===== src/hw/rtl/gfba_ram.sv =====
// ----------------------------------------------------------------------------
// Generic simple dual-port RAM
// One write port and one read port, read data registered.
// ----------------------------------------------------------------------------
`default_nettype none

module gfba_ram #(
  parameter int WIDTH = 10,
  parameter int DEPTH = 16
) (
  input  wire logic                     clk,
  input  wire logic                     we,
  input  wire logic [$clog2(DEPTH)-1:0] waddr,
  input  wire logic [WIDTH-1:0]         wdata,
  input  wire logic [$clog2(DEPTH)-1:0] raddr,
  output logic      [WIDTH-1:0]         rdata
);

  logic [WIDTH-1:0] mem [DEPTH];

  always_ff @(posedge clk) begin
    if (we) begin
      mem[waddr] <= wdata;
    end
    rdata <= mem[raddr];
  end

endmodule

`default_nettype wire

===== config.mk =====
export PLATFORM = sky130hd
export DESIGN_NAME = gfba_ram
export DESIGN_NICKNAME = d
export VERILOG_FILES = /design/src/hw/rtl/gfba_ram.sv
export SDC_FILE = /design/constraint.sdc
export NUM_CORES = 1
export LEC_CHECK = 0
export BUFFER_PORTS_ARGS = -buffer_cell sky130_fd_sc_hd__buf_2
export CELL_PAD_IN_SITES_DETAIL_PLACEMENT = 1
export CELL_PAD_IN_SITES_GLOBAL_PLACEMENT = 2
export CORE_AREA = 2 2 209 129
export CTS_CLUSTER_SIZE = 40
export DETAILED_ROUTE_END_ITERATION = 10
export DIE_AREA = 0 0 211 131
export PLACE_DENSITY = 0.53
export SYNTH_ARGS = -nofsm -noshare
export SYNTH_HDL_FRONTEND = slang
export SYNTH_SLANG_ARGS = --single-unit

===== constraint.sdc =====
create_clock -name clk -period 3.09 [get_ports clk]
set_clock_uncertainty 0.1 [all_clocks]
set_input_delay 0.618 -clock clk [delete_from_list [all_inputs] [get_ports clk]]
set_output_delay 0.618 -clock clk [all_outputs]
set_load 0.02 [all_outputs]

==> metrics.csv, run 1 <==
metric,value,unit
RD Place Congestion,0.6616,
worst hold slack,0.4614,ns
Tot Pwr,5.035,mW
Die ar.,27640,µm²
max frequency,521.7,MHz
Async SR Flop Fraction,0,
# hold bufs at CTS,0,
CTS sink cnt,170,
"EDFF count, synth",160,
DRT iter0 DRCs,236,
Synth top cells by count,"edfxtp_1, mux4_2, a22oi_1",
post-CTS resize count,0,
Min-Delay Path Class,in2reg,
detailed-route via count,3025,
CTS Root Cell,clkbuf_16,
clock-pin slew on the worst setup and hold paths,0.07,ns
Starting Density,0.2459,
number of diodes,0,
setup_tns,0,ns
ANT nets after route,0,
CTS tree,done,
"Net Count, Synth",299,
"FF+latch count, synth",170,
cell count after synthesis,279,
vias in the first global route,3234,
wire per inst,22.73,µm
drt drc,0,
ratio of cells with drive above 1 in the final layout,0.3229,
min cycle time layout,1.917,ns
first-pass GRT wire length,22630,µm
leading area contributor after synthesis,edfxtp_1,
hpwl dp,9695,µm
GRT Util Overall,0.1216,
Fill cells,2622,
CP max FO,14,
port bufs,29,
setup violators final,0,
clock insertion delay at the later pin of the skew report,0.42,ns
die height,131,µm
largest net degree at the start of global routing,24,
initial antenna violation count,1,
worst vdd ir,0.3410,mV
"count leader, synth",edfxtp_1,
Total Nets Final,357,
DRT Pass-1 Iters,4,
max-slew violations,0,
core area,25840,µm²
Routed WL,15590,µm
post-synthesis area per instance,22.77,µm²
die width,211,µm
Final period util,0.6203,
total CTS buffers,17,
main flop type after synthesis,edfxtp_1,
R2R Setup Slk,1.69,ns
Yosys top cell area share,0.7562,
grt total ovfl,0,
Vias/cell,4.410,
clk buf depth,2,
Slew @ Worst Pin,0.6965,ns
Rel. slew slack,0.5356,
Post-Syn Area,6354,µm²
count of cell types in the netlist,19,
"Seq/Total Area, Yosys",0.7877,
Worst Setup Start Kind,input port,
RSZ-0062 raised after global routing,no,
Max-cap violations,0,
warnings from Yosys,0,
crit path DAT,2.12,ns
cell leakage power,2.488,nW
Syn-to-layout area delta,20.52,%
Ports,30,
PD cells,657.5,nW/µm²
Crit. End Element,flip-flop,
status,"complete, no violations",
std cell rows,46,
critical setup path kind,in2reg,
Critical Path RT,3.29,ns
H-Tree Level Count,4,
"Hold Violations, Final",0,
Post-CTS Setup Repair Bufs,0,
Synth area leaders,"edfxtp_1, mux4_2, mux4_1",
through the flow:
| stage | setup slack (ns) | util | cells | area, µm² |
|---|---|---|---|---|
| after floorplan | 0.8130 | - | 279 | 6354 |
| after global placement | 0.7245 | 0.2732 | 654 | 7059 |
| after detailed placement | 0.7180 | 0.2732 | 654 | 7059 |
| after CTS | 1.163 | 0.2963 | 686 | 7657 |
| after global routing | 1.005 | 0.2963 | 686 | 7657 |
| final | 1.173 | 0.2963 | 686 | 7657 |
worst max-delay path: stages:
cell and delay (ns):
buf_2 0.37, buf_12 0.23, mux4_1 0.58, a22oi_1 0.22
nand2_1 0.08
routing by layer:
metal  part of all wire  global-route usage  wire length, µm
met1               0.50              0.1757             7753
met2               0.44              0.1796             6809
met3              0.055             0.02940              863
met4              0.011             0.04101              165
met5                  0                   0                0
kinds of logic (layout without fill, tap and decap cells):
kind of cell	Yosys count	in the layout	share of synthesized area
mux	40	40	0.1489
simple gates	37	37	0.02678
buf+inv	12	83	0.01300
flops	170	170	0.7877
compound gates	20	20	0.02363
layout by cell type (no fill, tap or decap), drive strengths merged, types with 4 or more instances in the layout:
master,n
a22oi,20
nand2,11
buf,51
mux4,40
nor3,4
clkinvlp,4
dfxtp,10
edfxtp,160
clkinv,4
clkbuf,18
nor2,13
state kept, by name (all words and copies together), names as in the netlist:
register  count
mem         160
rdata        10
worst paths after layout:
path / depth (start not counted) / endpoint / from
setup / recovery: 5 / rdata[2] / raddr[0]
hold / removal: 1 / mem[2][5] / wdata[5]
setup reg to reg: 3 / rdata[2] / mem[9][2]
hold reg to reg: 3 / rdata[6] / mem[12][6]
report_power, final:
group / switching [mW] / internal [mW]
logic: 0.161 / 0.104
clock network: 0.901 / 1.27
registers: 0.0180 / 2.58
total: 1.08 / 3.95
layout make-up:
| class | count | area (µm²) | area share |
|---|---|---|---|
| clock inverters | 14 | 168.9 | 0.02206 |
| clock buffers | 18 | 429.2 | 0.05605 |
| flip-flops and latches | 170 | 5005 | 0.6536 |
| well taps | 336 | 420.4 | 0.05490 |
| multi-input cells | 97 | 1286 | 0.1680 |
| repair buffers | 51 | 347.8 | 0.04542 |
No activity file was read; power rests on OpenSTA's default activity.
==> run 2: changes to the inputs <==
--- a/config.mk
+++ b/config.mk
@@ -12,7 +12,7 @@
 export CTS_CLUSTER_SIZE = 40
 export DETAILED_ROUTE_END_ITERATION = 10
 export DIE_AREA = 0 0 211 131
-export PLACE_DENSITY = 0.53
+export PLACE_DENSITY = 0.54
 export SYNTH_ARGS = -nofsm -noshare
 export SYNTH_HDL_FRONTEND = slang
 export SYNTH_SLANG_ARGS = --single-unit
==> constraint.sdc (replaced) <==
create_clock -name clk -period 1.58 [get_ports clk]
set_clock_uncertainty 0.1 [all_clocks]
set_input_delay 0.316 -clock clk [delete_from_list [all_inputs] [get_ports clk]]
set_output_delay 0.316 -clock clk [all_outputs]
set_load 0.02 [all_outputs]
==> metrics.csv, run 2 (same netlist as run 1, synthesis figures left out) <==
metric,value,unit,change
number of diodes,0,,unchanged
Tot Pwr,9.764,mW,+94%
Starting Density,0.2459,,unchanged
R2R Setup Slk,0.1,ns,-1.59 ns
DRT iter0 DRCs,224,,-5.1%
clock insertion delay at the later pin of the skew report,0.42,ns,about the same
"most common cell after layout, fill and taps aside",edfxtp_1,,
Ports,30,,unchanged
min cycle time layout,1.483,ns,
worst vdd ir,0.6727,mV,+97%
Total Nets Final,378,,+5.9%
Critical Path RT,1.78,ns,-1.51 ns
Top Layer Used,met4,,
Final WS setup,0.09701,ns,-1.076 ns
RD Place Congestion,0.7087,,+7.1%
Routed WL,14880,µm,-4.5%
Worst Setup Start Kind,flip-flop,,
Max-cap violations,0,,unchanged
CP max-delay cell,mux4_1,,
status,"complete, no violations",,
die width,211,µm,unchanged
Crit. End Element,flip-flop,,
most frequent cells in the layout,"edfxtp_1, buf_4, buf_2, mux4_2, a22oi_1",,
# hold bufs at CTS,0,,unchanged
area used by multi-input combinational logic,1292,µm²,+0.49%
total CTS buffers,17,,unchanged
M1 WL,7662,µm,-1.2%
Slew @ Worst Pin,0.8966,ns,+0.2001 ns
clock-pin slew on the worst setup and hold paths,0.06,ns,about the same
hold depth,1,,unchanged
min-delay src,wdata[8],,
post-CTS resize count,0,,unchanged
initial antenna violation count,0,,-1
worst hold slack,0.1719,ns,-0.2896 ns
CP Cell Sequence,mux4_1 -> a22oi_1 -> nand2_1,,
max reg flops,160,,unchanged
Rel. slew slack,0.4010,,-0.1346
PD cells,1236,nW/µm²,+88%
core area,25840,µm²,unchanged
cell leakage power,2.621,nW,+5.4%
Register Area,5005,µm²,unchanged
most flop-heavy register,mem,,
H-Tree Level Count,4,,unchanged
CTS sink cnt,170,,unchanged
Critical R2R Capture,rdata[4],,
largest net degree at the start of global routing,31,,+29%
max-slew violations,0,,unchanged
Finished Layout Cells,707,,+3.1%
Vias/cell,4.270,,-3.2%
Min-Delay Path Class,in2reg,,
wire per inst,21.05,µm,-7.4%
vias in the first global route,3299,,+2.0%
Post-CTS Setup Repair Bufs,0,,unchanged
Syn-to-layout area delta,24.34,%,
CP top delay family,multiplexers,,
Final period util,0.9386,,
drt drc,0,,unchanged
crit path DAT,1.68,ns,-0.44 ns
WP buf/inv,0,,-2
CTS Root Cell,clkbuf_16,,
GRT Util Overall,0.1176,,-0.003935
metal2 WL,6311,µm,-7.3%
DRT Pass-1 Iters,4,,unchanged
pre-CTS WS,-0.3193,ns,-1.037 ns
max incr delay on CP,0.57,ns,about the same
Die ar.,27640,µm²,unchanged
reg2reg path depth,3,,unchanged
detailed-route via count,3019,,-0.20%
CTS tree,done,,
"Hold Violations, Final",0,,unchanged
CP max FO,1,,-13
RSZ-0062 raised after global routing,no,,
hpwl dp,10370,µm,+6.9%
grt total ovfl,0,,unchanged
max frequency,674.3,MHz,
first-pass GRT wire length,22480,µm,-0.64%
ANT nets after route,0,,unchanged
port bufs,29,,unchanged
critical setup path kind,reg2reg,,
die height,131,µm,unchanged
met3 wire len,871,µm,+0.93%
Fill cells,2585,,-1.4%
clk buf depth,2,,unchanged
Inst Count DP,675,,+3.2%
Hold Path Sink,mem[6][8],,
Largest regs,"mem x160, rdata x10",,
setup violators final,0,,unchanged
setup_tns,0,ns,unchanged
Worst R2R Start,mem[1][4],,
std cell rows,46,,unchanged
ratio of cells with drive above 1 in the final layout,0.3612,,+0.03833
run 2: cell count changes in the layout (fill, tap and decap cells not counted), sizes merged:
cell	change
clkinv	+1
inv	-2
clkinvlp	-1
buf	+21
clkbuf	+3
bufinv	-1
run 2: how the worst max path moves through the flow:
stage / from / to / slack, ns / cells past startpoint
2_1_floorplan: waddr[2] / mem[1][0] / -0.14 / 2
3_3_place_gp: raddr[0] / rdata[4] / -0.33 / 5
3_5_place_dp: raddr[0] / rdata[9] / -0.32 / 6
4_1_cts: mem[1][4] / rdata[4] / 0.07 / 3
5_1_grt: raddr[0] / rdata[8] / 0.04 / 6
6_report: mem[1][4] / rdata[4] / 0.1 / 3
run 2: where the power goes:
group	leakage, nW	internal [mW]	total (mW)	switching, mW
sequential	1.53	5.04	5.08	0.0375
clock	0.283	2.45	4.12	1.67
combinational	0.809	0.239	0.564	0.324
run 2: per-stage QoR:
| step | area [µm²] | util |
|---|---|---|
| 6_report | 7900 | 0.3057 |
| 5_1_grt | 7900 | 0.3057 |
| 4_1_cts | 7900 | 0.3057 |
| 3_5_place_dp | 7311 | 0.2829 |
| 3_3_place_gp | 7311 | 0.2829 |
| 2_1_floorplan | 6380 | - |
run 2: layout make-up:
type / count / share of cell area
clock buffers: 21 / 0.05955
flip-flops and latches: 170 / 0.6335
clock inverters: 11 / 0.01505
multi-input cells: 97 / 0.1636
well taps: 336 / 0.05322
repair buffers: 72 / 0.07507
run 2: layer usage:
metal / global-route usage / up-vias
li1: - / 1346
met3: 0.03227 / 2
met4: 0.03853 / 0
met2: 0.1643 / 60
met5: 0 / -
met1: 0.1757 / 1611
